**src/design/bea_pkg.sv**
```systemverilog
// ----------------------------------------------------------------------------
// bea_pkg: shared types and constants for the button event autorepeat block
// Field widths, event and register codes, lane codes and the button bit map.
// ----------------------------------------------------------------------------
`default_nettype none

package bea_pkg;

   localparam int unsigned BUTTON_COUNT_DEF = 8;
   localparam int unsigned BUTTON_MAX       = 8;

   localparam int unsigned RAW_W     = 16;
   localparam int unsigned RAW_IDX_W = 4;
   localparam int unsigned TRIG_W    = 8;
   localparam int unsigned TICK_W    = 32;
   localparam int unsigned DELAY_W   = 16;
   localparam int unsigned KIND_W    = 3;
   localparam int unsigned IDX_W     = 3;
   localparam int unsigned VAL_W     = 8;
   localparam int unsigned CSR_IDX_W = 2;
   localparam int unsigned CSR_W     = 16;

   // event kinds
   localparam logic [KIND_W-1:0] KIND_PRESS   = 3'd0;
   localparam logic [KIND_W-1:0] KIND_RELEASE = 3'd1;
   localparam logic [KIND_W-1:0] KIND_REPEAT  = 3'd2;
   localparam logic [KIND_W-1:0] KIND_TRIGGER = 3'd3;
   localparam logic [KIND_W-1:0] KIND_GRIP    = 3'd4;

   localparam logic [IDX_W-1:0] GRIP_INDEX    = 3'd4;
   localparam logic [IDX_W-1:0] TRIGGER_INDEX = 3'd5;

   localparam logic [VAL_W-1:0] GRIP_ON  = 8'hFF;
   localparam logic [VAL_W-1:0] GRIP_OFF = 8'h00;
   localparam logic [VAL_W-1:0] NO_VALUE = 8'h00;

   // register indexes
   localparam logic [CSR_IDX_W-1:0] CSR_FIRST_REPEAT = 2'd0;
   localparam logic [CSR_IDX_W-1:0] CSR_NEXT_REPEAT  = 2'd1;
   localparam logic [CSR_IDX_W-1:0] CSR_HAND         = 2'd2;

   localparam logic [DELAY_W-1:0] FIRST_REPEAT_RESET = 16'd200;
   localparam logic [DELAY_W-1:0] NEXT_REPEAT_RESET  = 16'd100;

   typedef enum logic [1:0] {
      LANE_NONE    = 2'd0,
      LANE_PRESS   = 2'd1,
      LANE_RELEASE = 2'd2,
      LANE_REPEAT  = 2'd3
   } lane_code_type;

   typedef struct packed {
      logic [DELAY_W-1:0] first_repeat;
      logic [DELAY_W-1:0] next_repeat;
      logic               hand;
   } cfg_type;

   typedef struct packed {
      logic [KIND_W-1:0] event_kind;
      logic [IDX_W-1:0]  button_index;
      logic              hand;
      logic [VAL_W-1:0]  analog_value;
      logic              last_event;
   } rsp_item_type;

   // raw word bit that carries each button
   function automatic logic [RAW_IDX_W-1:0] button_bit(input logic [IDX_W-1:0] idx);
      logic [RAW_IDX_W-1:0] b;
      case (idx)
         3'd0:    b = 4'd7;
         3'd1:    b = 4'd6;
         3'd2:    b = 4'd5;
         3'd3:    b = 4'd4;
         3'd4:    b = 4'd2;
         3'd5:    b = 4'd1;
         3'd6:    b = 4'd3;
         default: b = 4'd0;
      endcase
      return b;
   endfunction

endpackage

`default_nettype wire

```
**src/design/bea_if.sv**
```systemverilog
// ----------------------------------------------------------------------------
// bea_if: poll and event channels
// Valid/ready channels carrying one poll or one button event per item.
// ----------------------------------------------------------------------------
`default_nettype none

interface bea_req_if;
   logic                          valid;
   logic                          ready;
   logic                          read_ok;
   logic [bea_pkg::RAW_W-1:0]     raw_buttons;
   logic [bea_pkg::TRIG_W-1:0]    trigger_level;
   logic [bea_pkg::TICK_W-1:0]    now_ticks;

   modport source (output valid, read_ok, raw_buttons, trigger_level, now_ticks,
                   input ready);
   modport sink   (input valid, read_ok, raw_buttons, trigger_level, now_ticks,
                   output ready);
endinterface

interface bea_rsp_if;
   logic                          valid;
   logic                          ready;
   logic [bea_pkg::KIND_W-1:0]    event_kind;
   logic [bea_pkg::IDX_W-1:0]     button_index;
   logic                          hand;
   logic [bea_pkg::VAL_W-1:0]     analog_value;
   logic                          last_event;

   modport source (output valid, event_kind, button_index, hand, analog_value,
                   last_event, input ready);
   modport sink   (input valid, event_kind, button_index, hand, analog_value,
                   last_event, output ready);
endinterface

`default_nettype wire

```
**src/design/button_event_autorepeat.sv**
```systemverilog
// ----------------------------------------------------------------------------
// button_event_autorepeat: button edge and autorepeat event generator
// One lane per button classifies each poll; a merge stage sends the events.
// ----------------------------------------------------------------------------
//  channel  | direction | item
//  ---------+-----------+-------------------------------------------------
//  req_ch   | in        | poll: read_ok, raw_buttons, trigger_level, now_ticks
//  rsp_ch   | out       | event: kind, button index, hand, analog value, last
//  csr_*    | in        | register write: index, data (no read-back)
//
//  a poll is classified by all lanes in the cycle it is taken; its events then
//  enter the output register one per cycle while rsp_ch does not stall, so a poll
//  with events (at most 10) holds req_ch while they wait and a poll with none does not
//  the next poll is taken in the cycle the last event of its predecessor enters
//  the output register
//  a stalled rsp_ch holds the event register and, while events wait, req_ch
//  reset is synchronous, clears held buttons and trigger and loads reset values into registers
// ----------------------------------------------------------------------------
`default_nettype none

module button_event_autorepeat #(
   parameter int unsigned BUTTON_COUNT = bea_pkg::BUTTON_COUNT_DEF
) (
   input  wire                                  clock,
   input  wire                                  reset,
   bea_req_if.sink                              req_ch,
   bea_rsp_if.source                            rsp_ch,
   input  wire                                  csr_we,
   input  wire  [bea_pkg::CSR_IDX_W-1:0]        csr_index,
   input  wire  [bea_pkg::CSR_W-1:0]            csr_wdata
);

   localparam int unsigned LaneCount =
      (BUTTON_COUNT < bea_pkg::BUTTON_MAX) ? BUTTON_COUNT : bea_pkg::BUTTON_MAX;

   bea_pkg::cfg_type              cfg_ff, cfg_in;
   logic [bea_pkg::TRIG_W-1:0]    last_trig_ff, last_trig_in;
   logic                          accept;
   logic                          step;
   logic                          trig_hit;
   logic                          can_load;
   bea_pkg::lane_code_type        lane_code [LaneCount];
   bea_pkg::rsp_item_type         out_item;

   assign accept   = req_ch.valid & req_ch.ready;
   assign step     = accept & req_ch.read_ok;
   assign trig_hit = req_ch.trigger_level != last_trig_ff;
   assign req_ch.ready = can_load;

   always_comb begin
      cfg_in = cfg_ff;
      if (csr_we) begin
         case (csr_index)
            bea_pkg::CSR_FIRST_REPEAT: cfg_in.first_repeat = csr_wdata;
            bea_pkg::CSR_NEXT_REPEAT:  cfg_in.next_repeat  = csr_wdata;
            bea_pkg::CSR_HAND:         cfg_in.hand         = csr_wdata[0];
            default:                   cfg_in = cfg_ff;
         endcase
      end
      last_trig_in = step ? req_ch.trigger_level : last_trig_ff;
   end

   always_ff @(posedge clock) begin
      if (reset) begin
         cfg_ff.first_repeat <= bea_pkg::FIRST_REPEAT_RESET;
         cfg_ff.next_repeat  <= bea_pkg::NEXT_REPEAT_RESET;
         cfg_ff.hand         <= 1'b0;
         last_trig_ff        <= '0;
      end else begin
         cfg_ff       <= cfg_in;
         last_trig_ff <= last_trig_in;
      end
   end

   for (genvar g = 0; g < LaneCount; g++) begin : g_lane
      bea_lane #(
         .LaneIndex (g)
      ) u_lane (
         .clock       (clock),
         .reset       (reset),
         .step        (step),
         .raw_buttons (req_ch.raw_buttons),
         .now_ticks   (req_ch.now_ticks),
         .cfg         (cfg_ff),
         .code        (lane_code[g])
      );
   end

   bea_merge #(
      .LaneCount (LaneCount)
   ) u_merge (
      .clock      (clock),
      .reset      (reset),
      .load       (step),
      .trig_hit   (trig_hit),
      .trig_value (req_ch.trigger_level),
      .lane_code  (lane_code),
      .hand       (cfg_ff.hand),
      .can_load   (can_load),
      .out_valid  (rsp_ch.valid),
      .out_ready  (rsp_ch.ready),
      .out_item   (out_item)
   );

   assign rsp_ch.event_kind   = out_item.event_kind;
   assign rsp_ch.button_index = out_item.button_index;
   assign rsp_ch.hand         = out_item.hand;
   assign rsp_ch.analog_value = out_item.analog_value;
   assign rsp_ch.last_event   = out_item.last_event;

endmodule

`default_nettype wire

```
**src/design/bea_lane.sv**
```systemverilog
// ----------------------------------------------------------------------------
// bea_lane: one button lane
// Tracks held state and repeat deadline of one button and classifies each poll.
// ----------------------------------------------------------------------------
`default_nettype none

module bea_lane #(
   parameter int unsigned LaneIndex = 0
) (
   input  wire                               clock,
   input  wire                               reset,
   input  wire                               step,
   input  wire  [bea_pkg::RAW_W-1:0]         raw_buttons,
   input  wire  [bea_pkg::TICK_W-1:0]        now_ticks,
   input  bea_pkg::cfg_type                  cfg,
   output bea_pkg::lane_code_type            code
);

   localparam logic [bea_pkg::RAW_IDX_W-1:0] BitPos =
      bea_pkg::button_bit(bea_pkg::IDX_W'(LaneIndex));

   logic                        held_ff, held_in;
   logic [bea_pkg::TICK_W-1:0]  deadline_ff, deadline_in;
   logic                        now_down;
   logic [bea_pkg::TICK_W-1:0]  since;
   logic                        due;

   assign now_down = raw_buttons[BitPos];
   // wrap-safe: due once now is at or past the deadline
   assign since    = now_ticks - deadline_ff;
   assign due      = ~since[bea_pkg::TICK_W-1];

   always_comb begin
      code        = bea_pkg::LANE_NONE;
      held_in     = held_ff;
      deadline_in = deadline_ff;
      if (now_down != held_ff) begin
         if (now_down) begin
            code        = bea_pkg::LANE_PRESS;
            deadline_in = now_ticks + bea_pkg::TICK_W'(cfg.first_repeat);
         end else begin
            code = bea_pkg::LANE_RELEASE;
         end
      end else if (now_down && due) begin
         code        = bea_pkg::LANE_REPEAT;
         deadline_in = now_ticks + bea_pkg::TICK_W'(cfg.next_repeat);
      end
      held_in = now_down;
   end

   always_ff @(posedge clock) begin
      if (reset) begin
         held_ff     <= 1'b0;
         deadline_ff <= '0;
      end else if (step) begin
         held_ff     <= held_in;
         deadline_ff <= deadline_in;
      end
   end

endmodule

`default_nettype wire

```
**src/design/bea_merge.sv**
```systemverilog
// ----------------------------------------------------------------------------
// bea_merge: event merge and output stage
// Holds the events of one poll and sends them out one per cycle while out_ready allows.
// ----------------------------------------------------------------------------
`default_nettype none

module bea_merge #(
   parameter int unsigned LaneCount = bea_pkg::BUTTON_MAX
) (
   input  wire                               clock,
   input  wire                               reset,
   input  wire                               load,
   input  wire                               trig_hit,
   input  wire  [bea_pkg::TRIG_W-1:0]        trig_value,
   input  bea_pkg::lane_code_type            lane_code [LaneCount],
   input  wire                               hand,
   output logic                              can_load,
   output logic                              out_valid,
   input  wire                               out_ready,
   output bea_pkg::rsp_item_type             out_item
);

   logic                          trig_ff, trig_in;
   logic [bea_pkg::TRIG_W-1:0]    trig_val_ff, trig_val_in;
   bea_pkg::lane_code_type        code_ff [LaneCount];
   bea_pkg::lane_code_type        code_in [LaneCount];
   logic                          grip_ff, grip_in;
   logic [bea_pkg::VAL_W-1:0]     grip_val_ff, grip_val_in;
   logic                          out_valid_ff, out_valid_in;
   bea_pkg::rsp_item_type         item_ff, item_in;

   logic                          any_lane;
   logic                          found;
   logic [bea_pkg::IDX_W-1:0]     sel;
   bea_pkg::lane_code_type        sel_code;
   logic                          rest_any;
   logic                          pending;
   logic                          adv;
   logic                          last;

   // lowest lane with a pending event
   always_comb begin
      found    = 1'b0;
      sel      = '0;
      sel_code = bea_pkg::LANE_NONE;
      any_lane = 1'b0;
      for (int i = 0; i < LaneCount; i++) begin
         if (code_ff[i] != bea_pkg::LANE_NONE) begin
            any_lane = 1'b1;
            if (!found) begin
               found    = 1'b1;
               sel      = bea_pkg::IDX_W'(i);
               sel_code = code_ff[i];
            end
         end
      end
      rest_any = 1'b0;
      for (int i = 0; i < LaneCount; i++) begin
         if (code_ff[i] != bea_pkg::LANE_NONE && bea_pkg::IDX_W'(i) != sel) begin
            rest_any = 1'b1;
         end
      end
   end

   assign pending = trig_ff | grip_ff | any_lane;
   assign adv     = pending & (~out_valid_ff | out_ready);

   always_comb begin
      trig_in      = trig_ff;
      trig_val_in  = trig_val_ff;
      grip_in      = grip_ff;
      grip_val_in  = grip_val_ff;
      code_in      = code_ff;
      item_in      = item_ff;
      last         = 1'b0;
      out_valid_in = out_valid_ff & ~out_ready;

      if (adv) begin
         out_valid_in    = 1'b1;
         item_in.hand    = hand;
         if (trig_ff) begin
            trig_in              = 1'b0;
            last                 = ~any_lane;
            item_in.event_kind   = bea_pkg::KIND_TRIGGER;
            item_in.button_index = bea_pkg::TRIGGER_INDEX;
            item_in.analog_value = trig_val_ff;
         end else if (grip_ff) begin
            grip_in              = 1'b0;
            last                 = ~any_lane;
            item_in.event_kind   = bea_pkg::KIND_GRIP;
            item_in.button_index = bea_pkg::GRIP_INDEX;
            item_in.analog_value = grip_val_ff;
         end else begin
            item_in.button_index = sel;
            item_in.analog_value = bea_pkg::NO_VALUE;
            case (sel_code)
               bea_pkg::LANE_PRESS:   item_in.event_kind = bea_pkg::KIND_PRESS;
               bea_pkg::LANE_RELEASE: item_in.event_kind = bea_pkg::KIND_RELEASE;
               default:               item_in.event_kind = bea_pkg::KIND_REPEAT;
            endcase
            // grip edges are followed by a grip axis event
            if (sel == bea_pkg::GRIP_INDEX && sel_code != bea_pkg::LANE_REPEAT) begin
               grip_in     = 1'b1;
               grip_val_in = (sel_code == bea_pkg::LANE_PRESS) ?
                             bea_pkg::GRIP_ON : bea_pkg::GRIP_OFF;
            end
            last = ~rest_any &
                   ~(sel == bea_pkg::GRIP_INDEX && sel_code != bea_pkg::LANE_REPEAT);
            for (int i = 0; i < LaneCount; i++) begin
               if (bea_pkg::IDX_W'(i) == sel) begin
                  code_in[i] = bea_pkg::LANE_NONE;
               end
            end
         end
         item_in.last_event = last;
      end

      // new poll replaces a record that is empty or finishing now
      if (load) begin
         trig_in     = trig_hit;
         trig_val_in = trig_value;
         grip_in     = 1'b0;
         code_in     = lane_code;
      end
   end

   assign can_load  = ~pending | (adv & last);
   assign out_valid = out_valid_ff;
   assign out_item  = item_ff;

   always_ff @(posedge clock) begin
      if (reset) begin
         trig_ff      <= 1'b0;
         grip_ff      <= 1'b0;
         out_valid_ff <= 1'b0;
         for (int i = 0; i < LaneCount; i++) begin
            code_ff[i] <= bea_pkg::LANE_NONE;
         end
      end else begin
         trig_ff      <= trig_in;
         grip_ff      <= grip_in;
         out_valid_ff <= out_valid_in;
         code_ff      <= code_in;
      end
      trig_val_ff <= trig_val_in;
      grip_val_ff <= grip_val_in;
      item_ff     <= item_in;
   end

endmodule

`default_nettype wire
```
**src/flat_wrapper.sv**
```systemverilog
// flat-port wrapper written by rule: the top's interface ports become plain ports
module button_event_autorepeat_flat 
#(
   parameter int unsigned BUTTON_COUNT = bea_pkg::BUTTON_COUNT_DEF
)
  (clock, reset, csr_we, csr_index, csr_wdata, req_ch_valid, req_ch_read_ok, req_ch_raw_buttons, req_ch_trigger_level, req_ch_now_ticks, req_ch_ready, rsp_ch_valid, rsp_ch_event_kind, rsp_ch_button_index, rsp_ch_hand, rsp_ch_analog_value, rsp_ch_last_event, rsp_ch_ready);
  bea_req_if req_ch_i ();
  bea_rsp_if rsp_ch_i ();
  input  wire clock;
  input  wire reset;
  input  wire csr_we;
  input  wire  [bea_pkg::CSR_IDX_W-1:0] csr_index;
  input  wire  [bea_pkg::CSR_W-1:0] csr_wdata;
  input wire logic [$bits(req_ch_i.valid)-1:0] req_ch_valid;
  input wire logic [$bits(req_ch_i.read_ok)-1:0] req_ch_read_ok;
  input wire logic [$bits(req_ch_i.raw_buttons)-1:0] req_ch_raw_buttons;
  input wire logic [$bits(req_ch_i.trigger_level)-1:0] req_ch_trigger_level;
  input wire logic [$bits(req_ch_i.now_ticks)-1:0] req_ch_now_ticks;
  output wire logic [$bits(req_ch_i.ready)-1:0] req_ch_ready;
  output wire logic [$bits(rsp_ch_i.valid)-1:0] rsp_ch_valid;
  output wire logic [$bits(rsp_ch_i.event_kind)-1:0] rsp_ch_event_kind;
  output wire logic [$bits(rsp_ch_i.button_index)-1:0] rsp_ch_button_index;
  output wire logic [$bits(rsp_ch_i.hand)-1:0] rsp_ch_hand;
  output wire logic [$bits(rsp_ch_i.analog_value)-1:0] rsp_ch_analog_value;
  output wire logic [$bits(rsp_ch_i.last_event)-1:0] rsp_ch_last_event;
  input wire logic [$bits(rsp_ch_i.ready)-1:0] rsp_ch_ready;
  assign req_ch_i.valid = req_ch_valid;
  assign req_ch_i.read_ok = req_ch_read_ok;
  assign req_ch_i.raw_buttons = req_ch_raw_buttons;
  assign req_ch_i.trigger_level = req_ch_trigger_level;
  assign req_ch_i.now_ticks = req_ch_now_ticks;
  assign req_ch_ready = req_ch_i.ready;
  assign rsp_ch_valid = rsp_ch_i.valid;
  assign rsp_ch_event_kind = rsp_ch_i.event_kind;
  assign rsp_ch_button_index = rsp_ch_i.button_index;
  assign rsp_ch_hand = rsp_ch_i.hand;
  assign rsp_ch_analog_value = rsp_ch_i.analog_value;
  assign rsp_ch_last_event = rsp_ch_i.last_event;
  assign rsp_ch_i.ready = rsp_ch_ready;
  button_event_autorepeat #(.BUTTON_COUNT(BUTTON_COUNT)) u_core (.clock(clock), .reset(reset), .req_ch(req_ch_i), .rsp_ch(rsp_ch_i), .csr_we(csr_we), .csr_index(csr_index), .csr_wdata(csr_wdata));
endmodule
```
**config.mk**
```make
export PLATFORM = sky130hd
export DESIGN_NAME = button_event_autorepeat_flat
export DESIGN_NICKNAME = d
export VERILOG_FILES = /design/src/design/bea_pkg.sv /design/src/design/bea_if.sv /design/src/design/button_event_autorepeat.sv /design/src/design/bea_lane.sv /design/src/design/bea_merge.sv /design/src/flat_wrapper.sv
export SDC_FILE = /design/constraint.sdc
export NUM_CORES = 1
export LEC_CHECK = 0
export BUFFER_PORTS_ARGS = -buffer_cell sky130_fd_sc_hd__buf_2
export CORE_MARGIN = 1.5
export CORE_UTILIZATION = 63
export DETAILED_ROUTE_END_ITERATION = 6
export PLACE_DENSITY = 0.81
export SLEW_MARGIN = 10
export SYNTH_ARGS = -nofsm -noshare
export SYNTH_HDL_FRONTEND = slang
export SYNTH_SLANG_ARGS = --single-unit
```
**constraint.sdc**
```tcl
create_clock -name clock -period 4.6 [get_ports clock]
set_input_delay 0.69 -clock clock [delete_from_list [all_inputs] [get_ports clock]]
set_output_delay 0.69 -clock clock [all_outputs]
set_load 0.02 [all_outputs]
```
==> results of run 1 <==
Yosys cell counts (all sizes together), types with 9 or more instances:
library cell	n
a2111oi	14
a211oi	191
a21o	31
a21oi	234
a221oi	12
a22o	9
a311oi	13
a31oi	24
and2	18
and3	18
buf	38
clkbuf	114
dfxtp	324
edfxtp	25
ha	275
inv	282
mux2i	74
nand2	313
nand2b	26
nand3	61
nand4	48
nor2	362
nor2b	10
nor3	23
nor4	13
o211a	11
o211ai	35
o21a	25
o21ai	145
o21bai	15
o22ai	12
xnor2	84
xor2	93
logic make-up (layout without fill, tap and decap cells):
family,after synthesis,count (layout),share of synthesized area (%)
buf+inv,434,555,6.863
flops,349,349,29.87
simple gates,924,924,16.76
mux,81,81,3.382
xor+xnor,177,177,6.398
fa+ha+maj,277,277,14.37
compound gates,817,817,22.37
flip-flops by register name (all words and copies together) (netlist names), 8 cells and up:
signal and count:
u_core.u_merge.code_ff 16, u_core.last_trig_ff 8, u_core.g_lane.u_lane.deadline_ff 256, u_core.u_merge.trig_val_ff 8
u_core.g_lane.u_lane.held_ff 8, u_core.cfg_ff 33, u_core.u_merge.out_item 16
repair_timing:
action	in CTS	in global routing
cloned	0	0
endpoints found under the setup margin	1	12
pin swaps	0	1
setup buffers	0	3
resized for setup	4	5
power groups by stage:
stage	combinational, mW	sequential, mW	clock, mW
floorplan	5.74	4.79	0
CTS	8.48	4.84	3.24
global placement	8.02	4.84	0
global route	9.58	4.98	3.37
finish	8.76	4.88	3.23
detailed placement	8.36	4.89	0
layout make-up:
| type | count | area, um^2 | share of cell area, % |
|---|---|---|---|
| clock inverters | 15 | 122.6 | 0.4508 |
| well taps | 511 | 639.4 | 2.350 |
| clock buffers | 56 | 1195 | 4.393 |
| inverters | 282 | 1059 | 3.891 |
| repair buffers | 202 | 1465 | 5.386 |
| multi-input cells | 2276 | 15480 | 56.92 |
| flip-flops and latches | 349 | 7238 | 26.61 |
critical path, stage by stage, from the launching register on:
cell	delay (ns)
dfxtp_1	0.52
nor4_4	0.07
buf_4	0.16
a21oi_1	0.14
nor2_1	0.05
a21oi_1	0.15
nor2_1	0.09
a2111oi_4	0.43
a22o_1	0.23
a22oi_1	0.10
ha_1	0.26
a41o_1	0.27
a31oi_1	0.31
inv_1	0.10
buf_2	0.17
worst max path at each step:
stage,from,end,slack (ns),cells after the start
6_report,u_core.u_merge.code_ff[14],req_ch_ready,0.29,14
5_1_grt,u_core.u_merge.code_ff[9],req_ch_ready,0.05,11
4_1_cts,u_core.u_merge.code_ff[15],req_ch_ready,0.18,14
3_5_place_dp,u_core.u_merge.code_ff[15],u_core.g_lane[4].u_lane.deadline_ff[17],0.22,16
3_3_place_gp,req_ch_now_ticks[1],u_core.g_lane[6].u_lane.deadline_ff[28],0.38,14
2_1_floorplan,u_core.u_merge.code_ff[13],u_core.g_lane[4].u_lane.deadline_ff[25],1.0,13
layer usage:
metal	vias to the layer above	wire, um	GRT usage, %	part of all wire, %
met5	-	13	0	0.017
met4	2	3820	20.59	4.9
li1	10940	-	-	-
met1	10970	30620	49.31	39
met2	1254	34770	62.06	44
met3	263	8940	9.451	11
stage by stage:
step | util (%) | power [mW] | setup slack [ns] | area, um^2
floorplan | - | 10.53 | 0.9988 | 24230
global route | 72.05 | 17.93 | 0.04816 | 27200
CTS | 71.89 | 16.57 | 0.1769 | 27140
finish | 72.05 | 16.87 | 0.2919 | 27200
global placement | 68.37 | 12.86 | 0.3809 | 25810
detailed placement | 68.37 | 13.26 | 0.2167 | 25810
placed cells by master, fill, tap and decap left out, types with 88 or more instances in the layout:
| master | instances |
|---|---|
| nand2_1 | 313 |
| buf_2 | 88 |
| ha_1 | 275 |
| a21oi_1 | 233 |
| o21ai_0 | 144 |
| buf_4 | 100 |
| nor2_1 | 362 |
| inv_1 | 280 |
| dfxtp_1 | 323 |
| a211oi_1 | 188 |
==> impl_metrics.py, run 1 <==
metrics = {
    "routing": {
        "post_drt_wl_per_cell_um": 21.18,
        "drt-pass1-iter-count": 7,
        "drc_errors": 6,
        "via_count": 23430,
        "totalWireLength_um": 78160,
        "first_iter_violations": 2328,
        "ant_nets": 0,
        "viasPerCell": 6.348,
    },
    "floorplan": {
        "rows": 71,
        "die-area_mm2": 0.03964,
        "ios": 98,
        "die_w_um": 199.1,
        "coreArea_mm2": 0.03776,
        "start_util_pct": 64.18,
        "die_y_um": 199.1,
    },
    "pwr": {
        "p_clk_share_pct": 19.2,
        "switching_share_pct": 44.25,
        "pwr-share-seq_pct": 28.9,
        "leakage_nw": 10.60,
        "p_int_mw": 9.403,
        "switchingPower_mw": 7.465,
        "combPwrFrac_pct": 51.9,
        "p_per_area_mw_per_mm2": 620.1,
        "ir_drop_uv": 511.4,
    },
    "synth": {
        "ys_types": 73,
        "ys_ff_latch": 349,
        "syn_area_mm2": 0.02423,
        "synthFlopType": "dfxtp_1",
        "ys_seq_area_share_pct": 29.87,
        "async_reset_ff_share_pct": 0,
        "synth_area_leaders": "dfxtp_1 (27%), ha_1 (14%), a211oi_1 (5.9%), nor2_1 (5.6%), nand2_1 (4.8%)",
        "yosys.area.top_type": "dfxtp_1",
        "synth_edf_count": 25,
        "syn_nets": 3416,
        "synthCells": 3059,
        "synth_warnings": 0,
        "synth_top_area_share_pct": 26.77,
        "syn_avg_cell_area_um2": 7.921,
    },
    "clock_network": {
        "cts_buffer_depth": 3,
        "hold_buffers": 0,
        "cts_made_buffers": 40,
        "cts_root_buffer": "clkbuf_16",
        "cts.clk_slew.worst_paths_ns": 0.07,
        "worstSkewPairLatency_ns": 0.57,
        "cts_tree": "done",
        "cts.sinks": 349,
        "cts_max_level": 2,
    },
    "critical_path": {
        "rr_endpoint": "u_core.g_lane[5].u_lane.deadline_ff[8]",
        "critical_path_arrival_ns": 3.62,
        "start_kind": "flip-flop",
        "crit_path_end_kind": "output port",
        "worstRegToRegCells": 14,
        "r2r_slack_ns": 0.39,
        "required_ns": 3.91,
        "critical_path_peak_fanout": 6,
        "r2r_start": "u_core.u_merge.code_ff[13]",
        "critPathKind": "flip-flop to output port",
    },
    "sta": {
        "finalCritPeriodShare_pct": 93.66,
        "fmax_mhz": 232.1,
        "min_period_ns": 4.308,
        "skew_ns": 0.02786,
        "fin_hold_ws_ns": 0.3462,
        "grt_setup_unrepaired": "no",
        "maxSlewViolCount": 0,
        "hold_viol_final": 0,
        "setup-tns-final_ns": 0,
        "slew_headroom_pct": 15.99,
        "setup_violations": 0,
        "tightest_slew_ns": 1.259,
    },
    "layout": {
        "final_nets": 3508,
        "nFillCells": 2889,
        "instances_no_fill": 3691,
        "n_antenna_cell": 0,
        "areaGrowthSynthToFinish_pct": 12.27,
        "drive_gt1_share_pct": 10.00,
    },
    "global_route": {
        "grt-ovfl-total": 0,
        "grt_max_degree": 151,
        "grt.total_usage_pct": 39.16,
        "grt_pass1_vias": 22650,
        "grt_pass1_wl_um": 119900,
        "antenna_found_initial": 2,
    },
    "status": {
        "violations": "DRC",
        "status": "finished, violations left",
    },
    "place": {
        "place_congestion": 0.9841,
        "io_buffers": 89,
        "hpwl_um": 54700,
        "dp.cells": 3617,
    },
    "worst_hold_path": {
        "hp-class": "input port to flip-flop",
        "hold_path_end": "u_core.u_merge.trig_val_ff[0]",
        "hold_path.startpoint": "req_ch_trigger_level[0]",
        "whs_path_depth": 1,
    },
    "job": {
        "drv_cap": 0,
    },
}
Note: power is estimated with default switching activity, not from simulation.
==> inputs of run 2 (changes only) <==
--- a/config.mk
+++ b/config.mk
@@ -10,6 +10,7 @@
 export CORE_UTILIZATION = 63
 export DETAILED_ROUTE_END_ITERATION = 6
 export PLACE_DENSITY = 0.81
+export REMOVE_ABC_BUFFERS = 1
 export SLEW_MARGIN = 10
 export SYNTH_ARGS = -nofsm -noshare
 export SYNTH_HDL_FRONTEND = slang
==> run 2 against run 1 <==
  * The flow now finishes without violations
  * Maximum frequency decreased by 1.2%
  * Clock power increased by 3%
  * Routed wire length decreased by 0.95%
  * Setup slack got worse by 0.052 ns
  * Highest routed layer is now met4
==> impl_metrics.py, run 2 (synthesized netlist as in run 1, its figures left out) <==
metrics = {
    "status": {
        "status": "finished clean",
    },
    "floorplan": {
        "coreArea_mm2": 0.03776,
        "die_y_um": 199.1,
        "die_w_um": 199.1,
        "die-area_mm2": 0.03964,
        "rows": 71,
        "ios": 98,
        "start_util_pct": 64.18,
    },
    "layout": {
        "final_nets": 3520,
        "areaGrowthSynthToFinish_pct": 12.13,
        "top_regs": "u_core.g_lane.u_lane.deadline_ff x256, u_core.cfg_ff x33",
        "final_cell_mix": "nor2_1 (362), dfxtp_1 (324), nand2_1 (313), inv_1 (280), ha_1 (275)",
        "drive_gt1_share_pct": 10.03,
        "final_util_pct": 71.96,
        "final_common_cell": "nor2_1",
        "top_register": "u_core.g_lane.u_lane.deadline_ff",
        "largest_reg_flops": 256,
        "instances_no_fill": 3706,
    },
    "sta": {
        "slew_headroom_pct": 21.68,
        "setup_violations": 0,
        "maxSlewViolCount": 0,
        "skew_ns": 0.02830,
        "fin_hold_ws_ns": 0.3266,
        "tightest_slew_ns": 1.166,
        "fin_ws_ns": 0.2398,
        "grt_setup_unrepaired": "no",
        "finalCritPeriodShare_pct": 94.79,
        "min_period_ns": 4.360,
        "fmax_mhz": 229.3,
        "hold_viol_final": 0,
    },
    "global_route": {
        "grt-ovfl-total": 0,
        "grt_pass1_wl_um": 120400,
        "grt_pass1_vias": 22760,
        "grt.total_usage_pct": 39.17,
        "antenna_found_initial": 2,
        "grt_max_degree": 204,
    },
    "critical_path": {
        "worstRegToRegCells": 14,
        "critical_path_peak_fanout": 6,
        "rr_endpoint": "u_core.g_lane[4].u_lane.deadline_ff[1]",
        "crit_start": "u_core.u_merge.code_ff[14]",
        "cpMaxStageDelayCell": "dfxtp_1",
        "r2r_slack_ns": 0.27,
        "crit_path_end": "req_ch_ready",
        "critPathKind": "flip-flop to output port",
        "r2r_start": "u_core.u_merge.code_ff[13]",
        "required_ns": 3.91,
        "crit_path_end_kind": "output port",
        "critPathMaxStageDelay_ns": 0.50,
        "crit_path_cell_trace": "inv_1 -> a21oi_1 -> a2bb2oi_1 -> nor2_1 -> a21oi_1 -> nor2_1 -> a2111oi_4 -> a22o_1 -> a22oi_1 -> ha_1 -> a41o_1 -> a31oi_2 -> buf_4 -> inv_1 -> buf_2",
        "critical_path_arrival_ns": 3.67,
        "start_kind": "flip-flop",
    },
    "clock_network": {
        "cts_tree": "done",
        "cts.clk_slew.worst_paths_ns": 0.06,
        "cts_root_buffer": "clkbuf_16",
        "cts.sinks": 349,
        "worstSkewPairLatency_ns": 0.60,
        "cts_made_buffers": 39,
        "cts_buffer_depth": 3,
        "hold_buffers": 0,
        "cts_max_level": 2,
    },
    "job": {
        "drv_cap": 0,
    },
    "pwr": {
        "leakage_nw": 10.60,
        "power.total_mw": 16.75,
        "p_per_area_mw_per_mm2": 616.4,
        "ir_drop_uv": 401.6,
    },
    "routing": {
        "drc_errors": 0,
        "first_iter_violations": 2112,
        "via_count": 23480,
        "drt-pass1-iter-count": 6,
        "ant_nets": 0,
        "post_drt_wl_per_cell_um": 20.89,
        "viasPerCell": 6.336,
        "totalWireLength_um": 77420,
    },
    "place": {
        "dp.cells": 3630,
        "place_congestion": 1.013,
        "io_buffers": 89,
        "dpl_worst_slack_ns": 0.04306,
        "hpwl_um": 57000,
    },
    "worst_hold_path": {
        "hp-class": "input port to flip-flop",
    },
}
run 2: timing repair:
action                     CTS  global route
gates resized for setup      3             5
setup buffers                0             3
pin swaps                    0             1
setup endpoints to repair    1            49
run 2: worst min path at each step:
stage	from	to	slack (ns)	cells past startpoint
final	csr_wdata[7]	u_core.cfg_ff[24]	0.33	3
after CTS	csr_wdata[7]	u_core.cfg_ff[24]	0.32	3
after global placement	u_core.cfg_ff[0]	u_core.u_merge.out_item[9]	0.43	0
after global routing	req_ch_trigger_level[5]	u_core.u_merge.trig_val_ff[5]	0.32	1
after detailed placement	u_core.cfg_ff[0]	u_core.u_merge.out_item[9]	0.45	0
after floorplan	u_core.cfg_ff[0]	u_core.u_merge.out_item[9]	0.41	0
run 2: power by group:
part	internal (mW)	total (mW)	switching [mW]
clock network	1.96	3.32	1.36
registers	4.24	4.84	0.608
logic	3.23	8.58	5.35
total	9.42	16.7	7.32
run 2: stage by stage:
stage	TNS (ns)	area, um^2
2_1_floorplan	-7.612	23630
3_3_place_gp	0	25770
3_5_place_dp	0	25770
4_1_cts	-0.006595	27100
5_1_grt	0	27160
6_report	0	27170
run 2: layout make-up:
type	count	area, um^2
multi-input cells	2276	15440
well taps	511	639.4
inverters	282	1059
clock buffers	55	1106
fillers	2993	10590
repair buffers	215	1464
diodes	3	7.507
flip-flops and latches	349	7237
clock inverters	15	215.2
run 2: critical path, delay by kind of cell (launching register included):
kind / cells / cell delay (ns)
AND/OR/NAND/NOR: 2 / 0.15
buffers and inverters: 4 / 0.53
adder cells (fa/ha/maj): 1 / 0.23
flip-flops: 1 / 0.50
AO/OA/AOI/OAI: 8 / 1.67
run 2: layer usage:
layer	global-route usage, %	up-vias	part of all wire [%]
li1	-	10970	-
met1	46.25	11030	38
met2	64.32	1135	46
met3	7.713	347	9.0
met4	26.68	0	7.1
met5	0	-	0
